$ cat config.mk
export PLATFORM = sky130hd
export DESIGN_NAME = calendar_from_unix_seconds_flat
export DESIGN_NICKNAME = d
export VERILOG_FILES = /design/src/rtl/cfus_pkg.sv /design/src/rtl/cfus_ifs.sv /design/src/rtl/cfus_split.sv /design/src/rtl/cfus_clock.sv /design/src/rtl/cfus_date.sv /design/src/rtl/calendar_from_unix_seconds.sv /design/src/flat_wrapper.sv
export SDC_FILE = /design/constraint.sdc
export NUM_CORES = 2
export LEC_CHECK = 0
export ABC_AREA = 1
export BUFFER_PORTS_ARGS = -buffer_cell sky130_fd_sc_hd__buf_2
export CAP_MARGIN = 0
export CORE_MARGIN = 3
export CORE_UTILIZATION = 36
export CTS_BUF_LIST = sky130_fd_sc_hd__clkbuf_2 sky130_fd_sc_hd__clkbuf_4 sky130_fd_sc_hd__clkbuf_8
export DETAILED_ROUTE_END_ITERATION = 8
export PLACE_DENSITY = 0.6
export RECOVER_POWER = 50
export SLEW_MARGIN = 15
export SYNTH_ARGS = -nofsm -noshare
export SYNTH_HDL_FRONTEND = slang
export SYNTH_SLANG_ARGS = --single-unit
$ cat constraint.sdc
create_clock -name clk -period 9.1 [get_ports clk]
set_input_delay 0.91 -clock clk [delete_from_list [all_inputs] [get_ports clk]]
set_output_delay 0.91 -clock clk [all_outputs]
set_load 0.01 [all_outputs]
$ cat src/rtl/cfus_pkg.sv
`timescale 1ns / 1ps
// ----------------------------------------------------------------------------
// cfus_pkg: shared constants, types and tables
// Reciprocals for the constant divisions, pipeline depth, stage payloads.
// ----------------------------------------------------------------------------
package cfus_pkg;

  // Total register stages from input word to output word.
  localparam int unsigned LAT = 10;

  // t / 86400 = (t >> 7) / 675; reciprocal floor(2^32 / 675)
  localparam logic [22:0] DAY_RCP   = 23'd6362914;
  localparam logic [9:0]  DAY_ODD   = 10'd675;

  // Civil-date constants
  localparam logic [19:0] EPOCH_OFS = 20'd719468;
  localparam logic [17:0] ERA_DAYS  = 18'd146097;
  localparam logic [14:0] ERA_RCP   = 15'd29398;   // floor(2^32 / 146097)
  localparam logic [10:0] Q4Y_DAYS  = 11'd1460;
  localparam logic [17:0] Q4Y_RCP   = 18'd183859;  // floor(2^28 / 1460)
  localparam logic [17:0] CENT_DAYS = 18'd36524;
  localparam logic [17:0] ERA_LAST  = 18'd146096;
  localparam logic [8:0]  YEAR_DAYS = 9'd365;
  localparam logic [18:0] YEAR_RCP  = 19'd367719;  // floor(2^27 / 365)
  localparam logic [11:0] ERA_YEARS = 12'd400;
  localparam logic [11:0] RTC_BASE  = 12'd2000;

  // Time-of-day constants
  localparam logic [11:0] HOUR_SECS = 12'd3600;
  localparam logic [12:0] HOUR_RCP  = 13'd4660;    // floor(2^24 / 3600)
  localparam logic [5:0]  MIN_SECS  = 6'd60;
  localparam logic [12:0] MIN_RCP   = 13'd4369;    // floor(2^18 / 60)
  localparam logic [16:0] WEEK_RCP  = 17'd74898;   // floor(2^19 / 7)
  localparam logic [2:0]  WEEK_DAYS = 3'd7;
  localparam logic [16:0] WEEK_OFS  = 17'd3;       // day 0 was a Thursday

  typedef struct packed {
    logic [11:0] full_year;
    logic [7:0]  rtc_year;
    logic [3:0]  month;
    logic [4:0]  day_of_month;
  } cfus_date_t;

  typedef struct packed {
    logic [2:0] weekday;
    logic [4:0] hours;
    logic [5:0] minutes;
    logic [5:0] seconds;
  } cfus_time_t;

  // First day-of-year (March-based) of each shifted month index.
  function automatic logic [8:0] month_start(input logic [3:0] mp);
    logic [8:0] s;
    case (mp)
      4'd0:    s = 9'd0;
      4'd1:    s = 9'd31;
      4'd2:    s = 9'd61;
      4'd3:    s = 9'd92;
      4'd4:    s = 9'd122;
      4'd5:    s = 9'd153;
      4'd6:    s = 9'd184;
      4'd7:    s = 9'd214;
      4'd8:    s = 9'd245;
      4'd9:    s = 9'd275;
      4'd10:   s = 9'd306;
      4'd11:   s = 9'd337;
      default: s = 9'd0;
    endcase
    return s;
  endfunction

endpackage

$ cat src/rtl/cfus_ifs.sv
`timescale 1ns / 1ps
// ----------------------------------------------------------------------------
// cfus_ifs: valid/ready channels
// Timestamp input channel and calendar result channel.
// ----------------------------------------------------------------------------
interface cfus_in_if;
  logic        valid;
  logic        ready;
  logic [31:0] unix_seconds;

  modport source (output valid, output unix_seconds, input ready);
  modport sink   (input valid, input unix_seconds, output ready);
endinterface

interface cfus_out_if;
  logic        valid;
  logic        ready;
  logic [11:0] full_year;
  logic [7:0]  rtc_year;
  logic [3:0]  month;
  logic [4:0]  day_of_month;
  logic [2:0]  weekday;
  logic [4:0]  hours;
  logic [5:0]  minutes;
  logic [5:0]  seconds;

  modport source (output valid, output full_year, output rtc_year, output month,
                  output day_of_month, output weekday, output hours,
                  output minutes, output seconds, input ready);
  modport sink   (input valid, input full_year, input rtc_year, input month,
                  input day_of_month, input weekday, input hours,
                  input minutes, input seconds, output ready);
endinterface

$ cat src/rtl/cfus_split.sv
`timescale 1ns / 1ps
// ----------------------------------------------------------------------------
// cfus_split: day / time-of-day split
// Two stages: reciprocal multiply, then remainder with one correction.
// ----------------------------------------------------------------------------
module cfus_split import cfus_pkg::*; (
  input  logic        clk,
  input  logic        en,
  input  logic [31:0] unix_seconds,
  output logic [15:0] days,
  output logic [16:0] tod
);

  logic [24:0] x_r;
  logic [6:0]  lo_r;
  logic [47:0] prod_r;
  logic [15:0] days_r;
  logic [16:0] tod_r;

  logic [15:0] q0;
  logic [24:0] r0;
  logic        ge;
  logic [9:0]  rem;

  always_comb begin
    q0  = prod_r[47:32];
    r0  = x_r - 25'(q0) * 25'(DAY_ODD);
    ge  = (r0 >= 25'(DAY_ODD));
    rem = ge ? 10'(r0 - 25'(DAY_ODD)) : 10'(r0);
  end

  always_ff @(posedge clk) begin
    if (en) begin
      x_r    <= unix_seconds[31:7];
      lo_r   <= unix_seconds[6:0];
      prod_r <= 48'(unix_seconds[31:7]) * 48'(DAY_RCP);
      days_r <= q0 + 16'(ge);
      tod_r  <= {rem, lo_r};
    end
  end

  assign days = days_r;
  assign tod  = tod_r;

endmodule

$ cat src/rtl/cfus_clock.sv
`timescale 1ns / 1ps
// ----------------------------------------------------------------------------
// cfus_clock: hours, minutes, seconds and weekday
// Four working stages, then a delay line to match the date path.
// ----------------------------------------------------------------------------
module cfus_clock import cfus_pkg::*; (
  input  logic        clk,
  input  logic        en,
  input  logic [15:0] days,
  input  logic [16:0] tod,
  output cfus_time_t  tm
);

  localparam int unsigned PAD = LAT - 6;

  // stage 3
  logic [16:0] tod3_r;
  logic [29:0] p_hr_r;
  logic [16:0] wk_r;
  logic [33:0] p_wk_r;
  // stage 4
  logic [11:0] hrem_r;
  logic [4:0]  hours4_r;
  logic [2:0]  wday4_r;
  // stage 5
  logic [11:0] hrem5_r;
  logic [24:0] p_min_r;
  logic [4:0]  hours5_r;
  logic [2:0]  wday5_r;
  // stage 6 and delay line
  cfus_time_t  dly_r [PAD+1];

  logic [16:0] wk;
  logic [5:0]  hq0;
  logic [16:0] hr0;
  logic        hge;
  logic [14:0] wq0;
  logic [16:0] wr0;
  logic [2:0]  wrem;
  logic [6:0]  mq0;
  logic [11:0] mr0;
  logic        mge;
  cfus_time_t  tm6;

  always_comb begin
    wk   = 17'(days) + WEEK_OFS;
    hq0  = p_hr_r[29:24];
    hr0  = tod3_r - 17'(hq0) * 17'(HOUR_SECS);
    hge  = (hr0 >= 17'(HOUR_SECS));
    wq0  = p_wk_r[33:19];
    wr0  = wk_r - 17'(wq0) * 17'(WEEK_DAYS);
    wrem = (wr0 >= 17'(WEEK_DAYS)) ? 3'(wr0 - 17'(WEEK_DAYS)) : 3'(wr0);
    mq0  = p_min_r[24:18];
    mr0  = hrem5_r - 12'(mq0) * 12'(MIN_SECS);
    mge  = (mr0 >= 12'(MIN_SECS));
    tm6.weekday = wday5_r;
    tm6.hours   = hours5_r;
    tm6.minutes = 6'(mq0) + 6'(mge);
    tm6.seconds = mge ? 6'(mr0 - 12'(MIN_SECS)) : 6'(mr0);
  end

  always_ff @(posedge clk) begin
    if (en) begin
      tod3_r   <= tod;
      p_hr_r   <= 30'(tod) * 30'(HOUR_RCP);
      wk_r     <= wk;
      p_wk_r   <= 34'(wk) * 34'(WEEK_RCP);
      hours4_r <= 5'(hq0) + 5'(hge);
      hrem_r   <= hge ? 12'(hr0 - 17'(HOUR_SECS)) : 12'(hr0);
      wday4_r  <= wrem + 3'd1;
      hrem5_r  <= hrem_r;
      p_min_r  <= 25'(hrem_r) * 25'(MIN_RCP);
      hours5_r <= hours4_r;
      wday5_r  <= wday4_r;
      dly_r[0] <= tm6;
      for (int i = 1; i <= PAD; i++) begin
        dly_r[i] <= dly_r[i-1];
      end
    end
  end

  assign tm = dly_r[PAD];

endmodule

$ cat src/rtl/cfus_date.sv
`timescale 1ns / 1ps
// ----------------------------------------------------------------------------
// cfus_date: day count to Gregorian year, month, day
// Eight stages: era split, 4-year/century terms, year of era, month lookup.
// ----------------------------------------------------------------------------
module cfus_date import cfus_pkg::*; (
  input  logic        clk,
  input  logic        en,
  input  logic [15:0] days,
  output cfus_date_t  dt
);

  // stage 3
  logic [19:0] z_r;
  logic [34:0] p_era_r;
  // stage 4
  logic [17:0] doe4_r;
  logic [2:0]  era4_r;
  // stage 5
  logic [17:0] doe5_r;
  logic [35:0] p_a_r;
  logic [2:0]  b5_r;
  logic        c5_r;
  logic [2:0]  era5_r;
  // stage 6
  logic [17:0] n6_r;
  logic [17:0] doe6_r;
  logic [2:0]  era6_r;
  // stage 7
  logic [17:0] n7_r;
  logic [36:0] p_y_r;
  logic [17:0] doe7_r;
  logic [2:0]  era7_r;
  // stage 8
  logic [8:0]  yoe8_r;
  logic [17:0] doe8_r;
  logic [2:0]  era8_r;
  // stage 9
  logic [8:0]  doy9_r;
  logic [8:0]  yoe9_r;
  logic [2:0]  era9_r;
  // stage 10
  cfus_date_t  dt_r;

  logic [19:0] z;
  logic [2:0]  eq0;
  logic [19:0] doe0;
  logic        ege;
  logic [2:0]  bcnt;
  logic [7:0]  a0;
  logic [17:0] ra;
  logic [7:0]  a;
  logic [9:0]  yq0;
  logic [17:0] ry;
  logic [1:0]  c100;
  logic [17:0] ybase;
  logic [3:0]  mp;
  logic [3:0]  m;
  logic [11:0] y;
  cfus_date_t  dt10;

  always_comb begin
    z    = 20'(days) + EPOCH_OFS;
    eq0  = p_era_r[34:32];
    doe0 = z_r - 20'(eq0) * 20'(ERA_DAYS);
    ege  = (doe0 >= 20'(ERA_DAYS));

    bcnt = 3'(doe4_r >= CENT_DAYS) + 3'(doe4_r >= 18'(2 * CENT_DAYS))
         + 3'(doe4_r >= 18'(3 * CENT_DAYS)) + 3'(doe4_r >= ERA_LAST);

    a0 = p_a_r[35:28];
    ra = doe5_r - 18'(a0) * 18'(Q4Y_DAYS);
    a  = a0 + 8'(ra >= 18'(Q4Y_DAYS));

    yq0 = p_y_r[36:27];
    ry  = n7_r - 18'(yq0) * 18'(YEAR_DAYS);

    c100  = 2'(yoe8_r >= 9'd100) + 2'(yoe8_r >= 9'd200) + 2'(yoe8_r >= 9'd300);
    ybase = 18'(yoe8_r) * 18'(YEAR_DAYS) + 18'(yoe8_r[8:2]) - 18'(c100);

    mp = '0;
    for (int k = 1; k < 12; k++) begin
      mp = mp + 4'(doy9_r >= month_start(4'(k)));
    end
    m = (mp < 4'd10) ? mp + 4'd3 : mp - 4'd9;
    y = 12'(yoe9_r) + 12'(era9_r) * ERA_YEARS + 12'(m <= 4'd2);
    dt10.full_year    = y;
    dt10.rtc_year     = 8'(y - RTC_BASE);
    dt10.month        = m;
    dt10.day_of_month = 5'(doy9_r - month_start(mp) + 9'd1);
  end

  always_ff @(posedge clk) begin
    if (en) begin
      z_r     <= z;
      p_era_r <= 35'(z) * 35'(ERA_RCP);

      doe4_r  <= ege ? 18'(doe0 - 20'(ERA_DAYS)) : 18'(doe0);
      era4_r  <= eq0 + 3'(ege);

      doe5_r  <= doe4_r;
      p_a_r   <= 36'(doe4_r) * 36'(Q4Y_RCP);
      b5_r    <= bcnt;
      c5_r    <= (doe4_r == ERA_LAST);
      era5_r  <= era4_r;

      n6_r    <= doe5_r - 18'(a) + 18'(b5_r) - 18'(c5_r);
      doe6_r  <= doe5_r;
      era6_r  <= era5_r;

      n7_r    <= n6_r;
      p_y_r   <= 37'(n6_r) * 37'(YEAR_RCP);
      doe7_r  <= doe6_r;
      era7_r  <= era6_r;

      yoe8_r  <= 9'(yq0) + 9'(ry >= 18'(YEAR_DAYS));
      doe8_r  <= doe7_r;
      era8_r  <= era7_r;

      doy9_r  <= 9'(doe8_r - ybase);
      yoe9_r  <= yoe8_r;
      era9_r  <= era8_r;

      dt_r    <= dt10;
    end
  end

  assign dt = dt_r;

endmodule

$ cat src/rtl/calendar_from_unix_seconds.sv
`timescale 1ns / 1ps
// ----------------------------------------------------------------------------
// calendar_from_unix_seconds: Unix seconds to civil UTC date and time
// Ten-stage pipeline; one timestamp word in and one calendar word out per
// clock while the output is not stalled.
// ----------------------------------------------------------------------------
// Converts an unsigned 32-bit Unix timestamp (UTC) into a Gregorian date,
// weekday (1 = Monday .. 7 = Sunday) and time of day. Every input value is
// legal; the range covers 1970-01-01 through 2106-02-07 06:28:15. The block
// keeps no state between words. Throughput is one word per cycle, set by the
// ten register stages that all advance together. The whole pipeline holds
// while the output word is stalled, so in_if.ready follows out_if.ready
// whenever the last stage is occupied; bubbles inside the pipe are not
// squeezed out. Divisions by the day, era, 4-year, year, hour, minute and week
// lengths are a reciprocal multiply in one stage followed by a remainder and
// single correction in the next; century and month terms use comparisons.
// ----------------------------------------------------------------------------
module calendar_from_unix_seconds import cfus_pkg::*; (
  input  logic clk,
  input  logic rst_n,
  cfus_in_if.sink    in_if,
  cfus_out_if.source out_if
);

  logic [LAT-1:0] vld_r;
  logic [LAT-1:0] vld_nxt;
  logic           en;

  logic [15:0]    days;
  logic [16:0]    tod;
  cfus_date_t     dt;
  cfus_time_t     tm;

  // Global advance: move when the output slot is empty or being taken.
  assign en          = !vld_r[LAT-1] || out_if.ready;
  assign in_if.ready = en;

  always_comb begin
    vld_nxt = {vld_r[LAT-2:0], in_if.valid};
  end

  always_ff @(posedge clk) begin
    if (!rst_n) begin
      vld_r <= '0;
    end else if (en) begin
      vld_r <= vld_nxt;
    end
  end

  // Stages 1-2: days and seconds of day
  cfus_split u_split (
    .clk          (clk),
    .en           (en),
    .unix_seconds (in_if.unix_seconds),
    .days         (days),
    .tod          (tod)
  );

  // Stages 3-10: calendar date
  cfus_date u_date (
    .clk  (clk),
    .en   (en),
    .days (days),
    .dt   (dt)
  );

  // Stages 3-10: time of day and weekday, padded to the date latency
  cfus_clock u_clock (
    .clk  (clk),
    .en   (en),
    .days (days),
    .tod  (tod),
    .tm   (tm)
  );

  assign out_if.valid        = vld_r[LAT-1];
  assign out_if.full_year    = dt.full_year;
  assign out_if.rtc_year     = dt.rtc_year;
  assign out_if.month        = dt.month;
  assign out_if.day_of_month = dt.day_of_month;
  assign out_if.weekday      = tm.weekday;
  assign out_if.hours        = tm.hours;
  assign out_if.minutes      = tm.minutes;
  assign out_if.seconds      = tm.seconds;

  // A stalled pipe keeps its occupancy.
  a_stall_hold: assert property (@(posedge clk) disable iff (!rst_n)
    !en |=> $stable(vld_r))
    else $error("pipeline occupancy changed during stall");

  // An idle input cycle leaves a bubble in the first stage.
  a_bubble: assert property (@(posedge clk) disable iff (!rst_n)
    en && !in_if.valid |=> !vld_r[0])
    else $error("first stage valid without accepted word");

  a_date_range: assert property (@(posedge clk) disable iff (!rst_n)
    out_if.valid |-> out_if.month >= 4'd1 && out_if.month <= 4'd12 &&
                     out_if.day_of_month >= 5'd1 &&
                     out_if.full_year >= 12'd1970 && out_if.full_year <= 12'd2106)
    else $error("date field out of range");

  a_time_range: assert property (@(posedge clk) disable iff (!rst_n)
    out_if.valid |-> out_if.weekday >= 3'd1 && out_if.weekday <= 3'd7 &&
                     out_if.hours <= 5'd23 && out_if.minutes <= 6'd59 &&
                     out_if.seconds <= 6'd59)
    else $error("time field out of range");

  a_rtc_year: assert property (@(posedge clk) disable iff (!rst_n)
    out_if.valid |-> out_if.rtc_year == 8'(out_if.full_year - RTC_BASE))
    else $error("rtc year does not match full year");

endmodule

$ cat src/flat_wrapper.sv
// flat-port wrapper written by rule: the top's interface ports become plain ports
module calendar_from_unix_seconds_flat import cfus_pkg::*;
  (clk, rst_n, in_if_valid, in_if_unix_seconds, in_if_ready, out_if_valid, out_if_full_year, out_if_rtc_year, out_if_month, out_if_day_of_month, out_if_weekday, out_if_hours, out_if_minutes, out_if_seconds, out_if_ready);
  cfus_in_if in_if_i ();
  cfus_out_if out_if_i ();
  input  logic clk;
  input  logic rst_n;
  input wire logic [$bits(in_if_i.valid)-1:0] in_if_valid;
  input wire logic [$bits(in_if_i.unix_seconds)-1:0] in_if_unix_seconds;
  output wire logic [$bits(in_if_i.ready)-1:0] in_if_ready;
  output wire logic [$bits(out_if_i.valid)-1:0] out_if_valid;
  output wire logic [$bits(out_if_i.full_year)-1:0] out_if_full_year;
  output wire logic [$bits(out_if_i.rtc_year)-1:0] out_if_rtc_year;
  output wire logic [$bits(out_if_i.month)-1:0] out_if_month;
  output wire logic [$bits(out_if_i.day_of_month)-1:0] out_if_day_of_month;
  output wire logic [$bits(out_if_i.weekday)-1:0] out_if_weekday;
  output wire logic [$bits(out_if_i.hours)-1:0] out_if_hours;
  output wire logic [$bits(out_if_i.minutes)-1:0] out_if_minutes;
  output wire logic [$bits(out_if_i.seconds)-1:0] out_if_seconds;
  input wire logic [$bits(out_if_i.ready)-1:0] out_if_ready;
  assign in_if_i.valid = in_if_valid;
  assign in_if_i.unix_seconds = in_if_unix_seconds;
  assign in_if_ready = in_if_i.ready;
  assign out_if_valid = out_if_i.valid;
  assign out_if_full_year = out_if_i.full_year;
  assign out_if_rtc_year = out_if_i.rtc_year;
  assign out_if_month = out_if_i.month;
  assign out_if_day_of_month = out_if_i.day_of_month;
  assign out_if_weekday = out_if_i.weekday;
  assign out_if_hours = out_if_i.hours;
  assign out_if_minutes = out_if_i.minutes;
  assign out_if_seconds = out_if_i.seconds;
  assign out_if_i.ready = out_if_ready;
  calendar_from_unix_seconds u_core (.clk(clk), .rst_n(rst_n), .in_if(in_if_i), .out_if(out_if_i));
endmodule
==> results.yml <==
status:
  run_status: "finished with violations"
  violations: "max-capacitance violations, max-slew violations"
timing:
  relSlewSlack: -1.49
  tightest_slew_ps: 3730
  fin_setup_tns_ps: 0
  fin_crit_ps: 8480
  finalCritPeriodShare: 0.932
  drv_slew: 371
  grt_setup_unrepaired: "no"
  finClkSkew_ps: 62.4
  finalHoldViolations: 0
  setup_violations: 0
  fmax_ghz: 0.118
final_layout:
  drive_above_1_share: 0.0285
  final_common_cell: "inv_1"
  nNetsFinal: 9468
  fin_area_mm2: 0.0732
  num-fill-cells: 18700
  final_cell_mix: "1,663 x inv_1, 1,409 x ha_1, 963 x nand2_1"
  area_growth_pct: 7.49
  stdcell_count: 9842
routing:
  ant_nets: 0
  vias: 46400
  first_pass_iters: 8
  routed_wirelength_um: 146000
  wl_per_cell_um: 14.8
  dr.first_iter.drc_count: 1951
  viasPerCell: 4.71
  drc: 0
worst_setup_path:
  slowest_delay_ps: 530
  crit_top_cell: "inv_1"
  cp_slowest_cell: "fa_1"
  cp_max_fo: 6
  required_ps: 9610
  end_kind: "flop"
  cp_data_arrival_time_ps: 8990
  worstSetupPathType: "flop to flop"
  start_kind: "flop"
yosys:
  synthCells: 7122
  synth_top_area_cell: "ha_1"
  yosys.area.top_type_share: 0.259
  yosys-top-cells-area: "ha_1 26%, fa_1 22%, edfxtp_1 22%"
  synth_area_per_cell_um2: 9.56
  async_flop_share: 0
  yosysWarnings: 0
  ys_ff_latch: 504
  synth_nets: 9312
  ys_seq_area_frac: 0.221
  synth_edf_count: 494
  syn_area_mm2: 0.0681
  ys_types: 57
  ys.flop_type: "edfxtp_1"
clock_network:
  clk_pin_slew_ps: 80
  cts.sinks: 504
  ctsHoldBuffers: 0
  cts_tree: "yes"
  postCtsSetupBuffers: 0
  clock_latency_ps: 810
  cts.path.max_buffers: 3
  cts_resized: 0
  cts_inserted_buffers: 87
  cts-root-buf: "clkbuf_8"
  ctsHtreeMaxLevel: 3
floorplanning:
  die_width_um: 441
  dieArea_mm2: 0.194
  rows: 159
  core_area_mm2: 0.188
  die_y_um: 441
  initial_core_util: 0.362
  io_pins: 87
placed_design:
  port_buffers: 86
  hpwlAfterDp_um: 123000
  dp.cells: 9684
  gp_congestion: 0.876
  place_area_mm2: 0.0716
global_routing:
  grt.overflow.total: 0
  antenna_found_initial: 2
  grt_pass1_vias: 48800
  grt_max_degree: 156
  grt_pass1_wl_um: 245000
  grt_usage: 0.155
worst_hold_path:
  hp-class: "input port to flop"
flow_run:
  drv_cap: 3
path summary, 6_finish.rpt:
check / startpoint / to / slack, ps / cells after the start
worst max-delay path: u_core.u_date.p_a_r[30]$_DFFE_PP_ / u_core.u_date.n6_r[16]$_DFFE_PP_ / 620 / 39
worst min-delay path: in_if_unix_seconds[3] / u_core.u_split.lo_r[3]$_DFFE_PP_ / 300 / 1
worst max register to register: u_core.u_date.p_a_r[30]$_DFFE_PP_ / u_core.u_date.n6_r[16]$_DFFE_PP_ / 620 / 39
worst min register to register: u_core.u_clock.dly_r[0][37]$_DFFE_PP_ / u_core.u_clock.dly_r[0][57]$_DFFE_PP_ / 360 / 0
critical path: cells and delay by family (launching register included):
| family | cells | cell delay [ps] |
|---|---|---|
| fa+ha+maj | 11 | 4480 |
| compound gates | 10 | 1520 |
| simple gates | 9 | 930 |
| flops | 1 | 510 |
| buf+inv | 7 | 440 |
| xor+xnor | 2 | 290 |
metrics by stage:
stage | hold WS, ps | setup slack, ps | utilization
global placement | 401 | 451 | 0.381
global route | 212 | 30.6 | 0.389
floorplan | 400 | 1340 | -
detailed placement | 405 | 443 | 0.381
finish | 296 | 618 | 0.389
CTS | 168 | 353 | 0.390
synth_stat cells (39+ instances only):
library cell and instances:
nand3_1 222, nor2_1 361, o21ai_0 194, ha_1 1409, xnor2_1 88, a21o_1 39
nand2_1 963, inv_1 1663, nor3_1 49, a21oi_1 331, xor2_1 188, nand4_1 69
fa_1 745, edfxtp_1 494
registers in the layout, summed over array words and instances, names as in the netlist, 17 cells and up:
signal,count
u_core.u_clock.dly_r,100
u_core.u_clock.tod3_r,17
u_core.u_clock.wk_r,17
u_core.u_date.doe4_r,18
u_core.u_date.doe5_r,18
u_core.u_date.dt,25
u_core.u_date.n6_r,18
u_core.u_date.n7_r,18
u_core.u_split.tod,17
u_core.u_split.x_r,25
layer usage:
layer	vias up	track usage	wire length, µm
met4	0	0.0473	3840
met1	22300	0.199	65800
li1	23300	-	-
met3	203	0.0174	4370
met5	-	0	0
met2	592	0.272	71700
cell type report:
class | count | area (µm²) | share of cell area
Multi-Input combinational cell | 4920 | 46600 | 0.636
Sequential cell | 504 | 15000 | 0.205
Inverter | 1666 | 6250 | 0.0854
Tap cell | 2495 | 3120 | 0.0426
Clock buffer | 108 | 1360 | 0.0186
Clock inverter | 48 | 438 | 0.00598
Timing Repair Buffer | 99 | 407 | 0.00555
Antenna cell | 2 | 5.00 | 0.0000684
cells by family (layout without fill, tap and decap cells):
family	Yosys count	after routing	synth area share
flops	504	504	0.221
buf+inv	1698	1921	0.0952
compound gates	735	735	0.0616
other cells	0	2	0
simple gates	1752	1752	0.108
fa+ha+maj	2154	2154	0.478
xor+xnor	279	279	0.0364
Power is left out: the tool's default activity adds up to more than one toggle a clock period on the data nets, which glitch-free logic cannot reach.
